**src/rtl/vrq_pkg.sv**
```systemverilog
// vrq_pkg: shared constants, codes and the command type of the record ring queue.
// Used by every module of the block; no dependencies.
`default_nettype none

package vrq_pkg;

	localparam int CAPACITY     = 1024;
	localparam int MAX_RECORD   = 64;
	localparam int HEADER_BYTES = 4;
	localparam int FIFO_DEPTH   = 4;

	localparam int IDX_W      = $clog2(CAPACITY);
	localparam int TAIL_W     = IDX_W + 1;
	localparam int POS_W      = 32;
	localparam int HDR_CNT_W  = $clog2(HEADER_BYTES);
	localparam int FPTR_W     = $clog2(FIFO_DEPTH);
	localparam int FCNT_W     = $clog2(FIFO_DEPTH + 1);

	localparam int OP_W       = 2;
	localparam int LEN_W      = 7;
	localparam int BYTE_W     = 8;
	localparam int ROOM_W     = 8;
	localparam int TOTAL_W    = 8;
	localparam int STATUS_W   = 3;
	localparam int S_TDATA_W  = 24;
	localparam int M_TDATA_W  = 16;

	localparam logic [OP_W-1:0] OP_PUSH_BEGIN = 2'd0;
	localparam logic [OP_W-1:0] OP_PUSH_BYTE  = 2'd1;
	localparam logic [OP_W-1:0] OP_POP        = 2'd2;
	localparam logic [OP_W-1:0] OP_UNUSED     = 2'd3;

	localparam logic [STATUS_W-1:0] ST_PUSH_OK   = 3'd0;
	localparam logic [STATUS_W-1:0] ST_PUSH_FULL = 3'd1;
	localparam logic [STATUS_W-1:0] ST_POP_BYTE  = 3'd2;
	localparam logic [STATUS_W-1:0] ST_POP_EMPTY = 3'd3;
	localparam logic [STATUS_W-1:0] ST_POP_BIG   = 3'd4;

	typedef struct packed {
		logic [OP_W-1:0]   op;
		logic [LEN_W-1:0]  len;
		logic [BYTE_W-1:0] data;
		logic [ROOM_W-1:0] room;
	} cmd_t;

endpackage

`default_nettype wire

```
**src/rtl/vrq_front.sv**
```systemverilog
// vrq_front: input stage; decodes stream words into commands and queues them.
// Depends on vrq_pkg.
`default_nettype none

module vrq_front import vrq_pkg::*; (
	input  wire logic                 clk,
	input  wire logic                 arst_n,
	input  wire logic                 s_tvalid,
	output logic                      s_tready,
	input  wire logic [S_TDATA_W-1:0] s_tdata,  // record_length, data_byte, reader_room, pad
	input  wire logic [OP_W-1:0]      s_tuser,  // operation
	output logic                      cmd_valid,
	output cmd_t                      cmd,
	input  wire logic                 cmd_take
);

	cmd_t              fifo_q [FIFO_DEPTH];
	logic [FPTR_W-1:0] wr_ptr_q;
	logic [FPTR_W-1:0] rd_ptr_q;
	logic [FCNT_W-1:0] cnt_q;
	cmd_t              in_cmd;
	logic              push;
	logic              pop;

	assign s_tready  = (cnt_q != FCNT_W'(FIFO_DEPTH));
	assign cmd_valid = (cnt_q != '0);
	assign cmd       = fifo_q[rd_ptr_q];

	assign in_cmd.op   = s_tuser;
	assign in_cmd.len  = s_tdata[LEN_W-1:0];
	assign in_cmd.data = s_tdata[LEN_W+BYTE_W-1:LEN_W];
	assign in_cmd.room = s_tdata[LEN_W+BYTE_W+ROOM_W-1:LEN_W+BYTE_W];

	// drop the unused operation code here
	assign push = s_tvalid && s_tready && (s_tuser != OP_UNUSED);
	assign pop  = cmd_valid && cmd_take;

	always_ff @(posedge clk) begin
		if (push) begin
			fifo_q[wr_ptr_q] <= in_cmd;
		end
	end

	always_ff @(posedge clk or negedge arst_n) begin
		if (!arst_n) begin
			wr_ptr_q <= '0;
			rd_ptr_q <= '0;
			cnt_q    <= '0;
		end else begin
			if (push) begin
				wr_ptr_q <= wr_ptr_q + FPTR_W'(1);
			end
			if (pop) begin
				rd_ptr_q <= rd_ptr_q + FPTR_W'(1);
			end
			if (push && !pop) begin
				cnt_q <= cnt_q + FCNT_W'(1);
			end else if (pop && !push) begin
				cnt_q <= cnt_q - FCNT_W'(1);
			end
		end
	end

endmodule

`default_nettype wire

```
**config.mk**
```make
export PLATFORM = sky130hd
export DESIGN_NAME = vrq_front
export DESIGN_NICKNAME = d
export VERILOG_FILES = /design/src/rtl/vrq_pkg.sv /design/src/rtl/vrq_front.sv
export SDC_FILE = /design/constraint.sdc
export NUM_CORES = 1
export LEC_CHECK = 0
export BUFFER_PORTS_ARGS = -buffer_cell sky130_fd_sc_hd__buf_2
export CORE_MARGIN = 3
export CORE_UTILIZATION = 55
export CTS_CLUSTER_SIZE = 40
export DETAILED_ROUTE_END_ITERATION = 10
export PLACE_DENSITY = 0.86
export SLEW_MARGIN = 20
export SYNTH_ARGS = -nofsm -noshare
export SYNTH_HDL_FRONTEND = slang
export SYNTH_SLANG_ARGS = --single-unit
```
**constraint.sdc**
```tcl
create_clock -name clk -period 6.4 [get_ports clk]
set_clock_uncertainty 0.2 [all_clocks]
set_input_delay 0.32 -clock clk [delete_from_list [all_inputs] [get_ports clk]]
set_output_delay 0.32 -clock clk [all_outputs]
set_load 0.01 [all_outputs]
```
# [Yosys cells after proc, flatten, opt, wreduce, memory -nomap -nowiden]
# Memory sizes are Yosys's and may differ from the RTL's.
# Cells that the tools add are included.
[totals] in_bits=30 register_bits=7 wordCells=23 memories=1 mem_bits_rw=100
[mem_list] name="fifo_q" depth=4 width=25 read_ports=1 rd_clocked_by_memory_dff=0 wr=1 line="vrq_front.sv:17" rtl="cmd_t fifo_q [FIFO_DEPTH];"
[op_classes] reduce_logical=9 eq_ne=2 add_sub_neg=4 mux=4
[ops] cell="$mux 3" count=2
[ops] cell="$logic_and 1x1->1" count=5
[ops] cell="$add 2x1->2 const B" count=2
[ops] cell="$add 3x1->3 const B" count=1
[ops] cell="$ne 3x3->1 const B" count=1
[ops] cell="$reduce_bool 3->1" count=1
[ops] cell="$sub 3x1->3 const B" count=1
[ops] cell="$logic_not 1->1" count=2
[ops] cell="$mux 1" count=2
[ops] cell="$ne 2x2->1 const B" count=1
[ops] cell="$reduce_bool 2->1" count=1

# [Logic depth before layout (Yosys ltp)]
# Gate-level depths: netlist (run 1).
[depth] depth_word=7 mapped_depth=9 depth_no_buf=8

# [Least setup slack after synthesis (run 1)]
# No wires, ideal clock.
[synth_timing] path_type="register -> register" start="reg cnt_q[1]" end="reg cnt_q[1]" arrival_ps=2054 path_slack_ps=4021 period_less_slack_ps=2379 stages_incl_launch_ff=8 cell_sequence="dfrtp_1 or3b_1 and3_1 buf_6 ha_1 inv_1 fa_1 mux2_2"
[synth_between] elab_chain_cells=6 elab_cells_between_ends=14 cone_classes="add/sub: 2; eq/ne: 1; mux: 2; reduce/logical: 9"
[synth_lines] element="from (decl)" line="vrq_front.sv:20" rtl="logic [FCNT_W-1:0] cnt_q;"
[synth_lines] element="from (signal assigned)" line="vrq_front.sv:57" rtl="cnt_q <= cnt_q + FCNT_W'(1);"
[synth_lines] element="from (signal assigned)" line="vrq_front.sv:59" rtl="cnt_q <= cnt_q - FCNT_W'(1);"
[synth_lines] element="$ne 3x3->1 *" line="vrq_front.sv:25" rtl="assign s_tready = (cnt_q != FCNT_W'(FIFO_DEPTH));"
[synth_lines] element="named net s_tready" line="vrq_front.sv:9" rtl="output logic s_tready,"
[synth_lines] element="$logic_and 1x1->1 * (2 in a row)" line="vrq_front.sv:35" rtl="assign push = s_tvalid && s_tready && (s_tuser != OP_UNUSED);"
[synth_lines] element="named net push" line="vrq_front.sv:22" rtl="logic push;"
[synth_lines] element="$logic_not 1->1" line="vrq_front.sv:58" rtl="end else if (pop && !push) begin"
[synth_lines] element="$logic_and 1x1->1" line="vrq_front.sv:58"
[synth_lines] element="$reduce_bool 2->1 (no source line)"
# Mark *: on every way through the listed nets, which the timed path passes. The rest lies on a longest branch. The select of a mux whose other input is x is not followed.
# A chain may end at the register's enable or synchronous reset.

==> impl_metrics.tcl, run 1 <==
set metrics [dict create \
    row_count 30 \
    ctsRootBufferMaster "clkbuf_8" \
    gp_congestion 0.692 \
    drtIter0Drc 135 \
    path_clk_slew_ns 0.09 \
    wire_per_inst_um 18.7 \
    nNetsFinal 288 \
    syn_avg_cell_area_um2 24.1 \
    ir_drop_mv 0.303 \
    seq_area_mm2 0.00318 \
    maxCapViolCount 0 \
    cts_resized 0 \
    outcome "completed" \
    ys_warn_count 0 \
    core_area_mm2 0.00694 \
    die_w_um 91.6 \
    start_util_pct 58.0 \
    hp-start "s_tuser[1]" \
    area_growth_pct 19.4 \
    fmax_mhz 381 \
    power.leakage_nw 1.67 \
    period_share_pct 41.0 \
    synth_area_mm2 0.00403 \
    numCtsBuffers 9 \
    io_pins 57 \
    max-clock-path-buffers 2 \
    die_h_um 91.6 \
    hp-class "input port to flop" \
    cts_tree "yes" \
    grt.total_usage_pct 17.1 \
    cts_setup_buffers 0 \
    viasPerCell 5.34 \
    dpl.hpwl_mm 3.92 \
    synth_cell_types 21 \
    synth_top_area_cell "edfxtp_1" \
    cpPeakStageDelay_ns 0.97 \
    grt.overflow.total 0 \
    htree_levels 3 \
    syn_nets 203 \
    ys_seq_elements 107 \
    fin_crit_ns 2.62 \
    n_antenna_cell 0 \
    fill_cells 449 \
    clock-sinks 107 \
    synth.area.top_cells "edfxtp_1 75%, mux4_2 14%, dfrtp_1 4.3%" \
    dr_total_vias 1886 \
    drive_above_1_share_pct 40.1 \
    critPathSlowestCell "dfrtp_2" \
    drc_errors 0 \
    firstDrtPassIters 4 \
    rsz0062_at_grt "no" \
    finalMaxSlewViolations 0 \
    antenna_found_initial 0 \
    p_per_area_mw_per_mm2 396 \
    netlist.area_leader.share_pct 74.6 \
    grt_max_degree 28 \
    whs_ns 0.00601 \
    die_area_mm2 0.00839 \
    io_buffers 55 \
    multiInputGateArea_um2 793 \
    crit_fanout 27 \
    final_hold_viol_count 0 \
    setup_tns_ns 0 \
    worstSetupPathType "flop to primary output" \
    setup_ws_ns 3.78 \
    grt_first_pass_wirelength_mm 10.6 \
    wl_mm 6.61 \
    worstPathCellList "mux4_2 -> buf_2" \
    crit_required_ns 5.88 \
    worstMarginPinSlew_ns 0.902 \
    ant_nets 0 \
    r2r-start "cnt_q[0]$_DFFE_PN0P_" \
    clk_latency_ns 0.35 \
    syn_inst 167 \
    setup.worst_path.start "rd_ptr_q[0]$_DFFE_PN0P_" \
    grt_pass1_vias 1969 \
    dp_slack_ns 4.00 \
    relSlewSlack_pct 39.9 \
    critPathArrivalTime_ns 2.10 \
    finalSetupViolCount 0 \
    synth_seq_area_share_pct 78.9 \
    critPathLaunchType "flop" \
    cp-end-kind "primary output" \
]
-- path summary, 6_finish.rpt --
| check | to | slack, ns | cells past startpoint |
|---|---|---|---|
| max in group asynchronous | rd_ptr_q[0]$_DFFE_PN0P_ | 5.72 | 2 |
| worst max register to register | cnt_q[1]$_DFFE_PN0P_ | 3.99 | 6 |
| worst min register to register | cnt_q[2]$_DFFE_PN0P_ | 0.28 | 1 |
| min in group asynchronous | wr_ptr_q[1]$_DFFE_PN0P_ | 0.12 | 2 |
| worst min-delay path | fifo_q[2][24]$_DFFE_PP_ | 0.006 | 1 |
| worst max-delay path | cmd[6] | 3.78 | 2 |
-- state kept, by name, summed over array words and instances, names as in the netlist --
signal / count
fifo_q: 100
cnt_q: 3
rd_ptr_q: 2
wr_ptr_q: 2
-- layer usage --
metal | routed length (µm) | global-route usage, % | up-vias
li1 | - | - | 849
met2 | 3300 | 27.0 | 48
met3 | 279 | 3.56 | 10
met5 | 0 | 0 | -
met4 | 106 | 7.16 | 0
met1 | 2920 | 23.6 | 979
-- metrics by stage --
stage / power [W] / util [%] / instance area, µm² / cells
3_5_place_dp: 0.00156 / 63.2 / 4390 / 312
4_1_cts: 0.00193 / 69.2 / 4810 / 353
2_1_floorplan: 0.00137 / - / 4030 / 167
3_3_place_gp: 0.00154 / 63.2 / 4390 / 312
5_1_grt: 0.00200 / 69.2 / 4810 / 353
6_report: 0.00190 / 69.2 / 4810 / 353
-- area by class of cell --
| cell class | count | share of cell area [%] |
|---|---|---|
| multi-input cells | 50 | 16.5 |
| clock buffers | 11 | 2.73 |
| repair buffers | 81 | 11.1 |
| flip-flops and latches | 107 | 66.1 |
| inverters | 3 | 0.234 |
| well taps | 96 | 2.50 |
| clock inverters | 5 | 0.833 |
-- cells in the mapped netlist --
cell and count:
and2_2 4, and3_1 1, buf_1 1, buf_2 3, buf_4 2, buf_6 1
dfrtp_1 7, edfxtp_1 100, fa_1 1, ha_1 5, inv_1 3, mux2_2 1
mux2_4 1, mux4_2 25, nand2_1 2, nand3_1 1, nor2_1 1, or3_2 1
or3b_1 1, xnor2_1 4, xor2_1 2
-- cell families after synthesis --
| family | count (synthesis) | share of synthesized area, % |
|---|---|---|
| buffers and inverters | 10 | 1.40 |
| multiplexers | 27 | 14.6 |
| flip-flops | 107 | 78.9 |
| XOR/XNOR | 6 | 1.30 |
| adder cells (fa/ha/maj) | 6 | 2.05 |
| AND/OR/NAND/NOR | 11 | 1.71 |
-- critical path, delay by kind of cell, from the launching register on --
kind     cells  cell delay, ns
buf+inv      1            0.16
flops        1            0.97
mux          1            0.62
-- power by group --
part	switching [W]	internal (W)
clock network	0.000221	0.000143
registers	0.000103	0.000897
logic	0.000245	0.000293
-- cells in the final DEF, fill, tap and decap left out --
cell           count
nand3_1            1
clkinv_4           2
nor2_1             1
mux4_2            25
mux2_4             1
clkbuf_8           9
xor2_1             2
dfrtp_1            6
and2_2             4
clkbuf_1           2
nand2_1            2
ha_1               5
inv_1              3
clkinvlp_4         3
dfrtp_2            1
or3_2              1
buf_4              1
and3_1             1
fa_1               1
edfxtp_1         100
buf_2             55
dlygate4sd3_1     25
xnor2_1            4
or3b_1             1
mux2_2             1
-- timing repair --
item	in CTS	in global routing
hold buffers	25	0
endpoints found under the hold margin	103	0
endpoints found under the setup margin	0	0
No activity file was read; power rests on OpenSTA's default activity.
==> run 2: changes to the inputs <==
Clock period 6.4 ns to 2.7 ns, I/O delays scaled along.
==> impl_metrics.tcl, run 2 (same netlist as run 1, synthesis figures left out) <==
set metrics [dict create \
    finalSetupViolCount 0 \
    maxCapViolCount 0 \
    setup_tns_ns 0 \
    htree_levels 3 \
    largest_reg_flops 100 \
    worstSetupPathType "flop to flop" \
    io_buffers 55 \
    start_util_pct 58.0 \
    grt_first_pass_wirelength_mm 10.5 \
    stdcell_count 361 \
    dr_total_vias 1901 \
    io_pins 57 \
    fin_crit_ns 2.42 \
    critPathSlowestCell "dfrtp_1" \
    setup_ws_ns 0.277 \
    largestRegisters "fifo_q (100), cnt_q (3)" \
    clock-sinks 107 \
    ctsRootBufferMaster "clkbuf_8" \
    area_growth_pct 22.8 \
    core_area_mm2 0.00694 \
    regMostFlops "fifo_q" \
    cpPeakStageDelay_ns 0.43 \
    n_antenna_cell 0 \
    dpl.cell_count 317 \
    firstDrtPassIters 4 \
    critPathArrivalTime_ns 2.47 \
    antenna_found_initial 0 \
    wl_mm 6.33 \
    drtIter0Drc 78 \
    die_area_mm2 0.00839 \
    nNetsFinal 296 \
    final_hold_viol_count 0 \
    crit_required_ns 2.75 \
    rsz0062_at_grt "no" \
    wire_per_inst_um 17.5 \
    worstPathCellList "or3b_1 -> and3_1 -> ha_1 -> inv_1 -> fa_1 -> mux2_2" \
    p_per_area_mw_per_mm2 956 \
    period_share_pct 89.7 \
    finalMaxSlewViolations 0 \
    ir_drop_mv 0.712 \
    critPathLaunchType "flop" \
    gp_congestion 0.720 \
    grt.overflow.total 0 \
    grt_max_degree 26 \
    clk_latency_ns 0.35 \
    dpl.hpwl_mm 4.02 \
    hp-class "input port to flop" \
    cts_resized 0 \
    max-clock-path-buffers 2 \
    drive_above_1_share_pct 41.1 \
    outcome "completed" \
    crit_buf_inv 1 \
    relSlewSlack_pct 70.6 \
    fmax_mhz 413 \
    viasPerCell 5.27 \
    cts_tree "yes" \
    die_h_um 91.6 \
    grt_pass1_vias 2082 \
    dp_slack_ns 0.293 \
    path_delay_family "adder cells" \
    final_cell_mix "100 x edfxtp_1, 55 x buf_2, 28 x dlygate4sd3_1" \
    cp-end-kind "flop" \
    path_clk_slew_ns 0.09 \
    grt.total_usage_pct 16.8 \
    whs_ns 0.0823 \
    power.leakage_nw 1.74 \
    crit_fanout 7 \
    layout_commonest_cell "edfxtp_1" \
    numCtsBuffers 9 \
    postLayoutCellArea_mm2 0.00495 \
    fill_cells 403 \
    ant_nets 0 \
    die_w_um 91.6 \
    row_count 30 \
    dpl-instance-area_mm2 0.00445 \
    worstMarginPinSlew_ns 0.441 \
    drc_errors 0 \
]
==> run 2: cell count changes in the layout (fill, tap and decap cells not counted) <==
cell / before / now
buf_4: 1 / 4
dlygate4sd3_1: 25 / 28
buf_12: 0 / 2
bufinv_16: 0 / 2
clkinv_4: 2 / 0
clkbuf_1: 2 / 1
clkinvlp_4: 3 / 4
==> run 2: where the power goes <==
part,switching [W],internal (W)
clock,0.000489,0.000521
sequential,0.000160,0.00213
combinational,0.000678,0.000755
total,0.00133,0.00340
==> run 2: path summary, 6_finish.rpt <==
kind	startpoint	endpoint	slack [ns]	cells after the start
max in group asynchronous	arst_n	rd_ptr_q[0]$_DFFE_PN0P_	1.49	3
min reg2reg	cnt_q[2]$_DFFE_PN0P_	cnt_q[2]$_DFFE_PN0P_	0.31	1
min in group asynchronous	arst_n	wr_ptr_q[0]$_DFFE_PN0P_	0.54	3
max	cnt_q[1]$_DFFE_PN0P_	cnt_q[1]$_DFFE_PN0P_	0.28	6
max reg2reg	cnt_q[1]$_DFFE_PN0P_	cnt_q[1]$_DFFE_PN0P_	0.28	6
min	s_tvalid	wr_ptr_q[0]$_DFFE_PN0P_	0.08	3
==> run 2: layout make-up <==
type                       instances  area, µm²  share of cell area, %
sequential                       107       3180                   64.3
inverter                           3       11.3                  0.228
clock inverter                     6       90.1                   1.82
tap                               96        120                   2.43
clock buffer                      10        128                   2.58
multi-input combinational         50        793                   16.0
timing repair buffer              89        626                   12.6
==> run 2: worst min-delay path, cell delays in order <==
cell and delay (ns):
buf_2 0.07, and3_1 0.28, xnor2_1 0.11
==> run 2: metrics by stage <==
stage	power (W)	utilization [%]
5_1_grt	0.00499	71.2
3_3_place_gp	0.00372	64.1
2_1_floorplan	0.00325	-
6_report	0.00473	71.2
3_5_place_dp	0.00376	64.1
4_1_cts	0.00480	71.2
==> run 2: routing by layer <==
layer / track usage [%] / vias up / share of wire, %
met4: 6.03 / 0 / 0.63
met5: 0 / - / 0
met2: 27.9 / 50 / 53
met1: 21.2 / 975 / 41
met3: 4.97 / 4 / 4.7
li1: - / 872 / -
==> run 2: timing repair <==
item | 4_1_cts | 5_1_grt
hold buffers | 28 | 0
hold endpoints to repair | 109 | 0
buffers inserted | 0 | 0
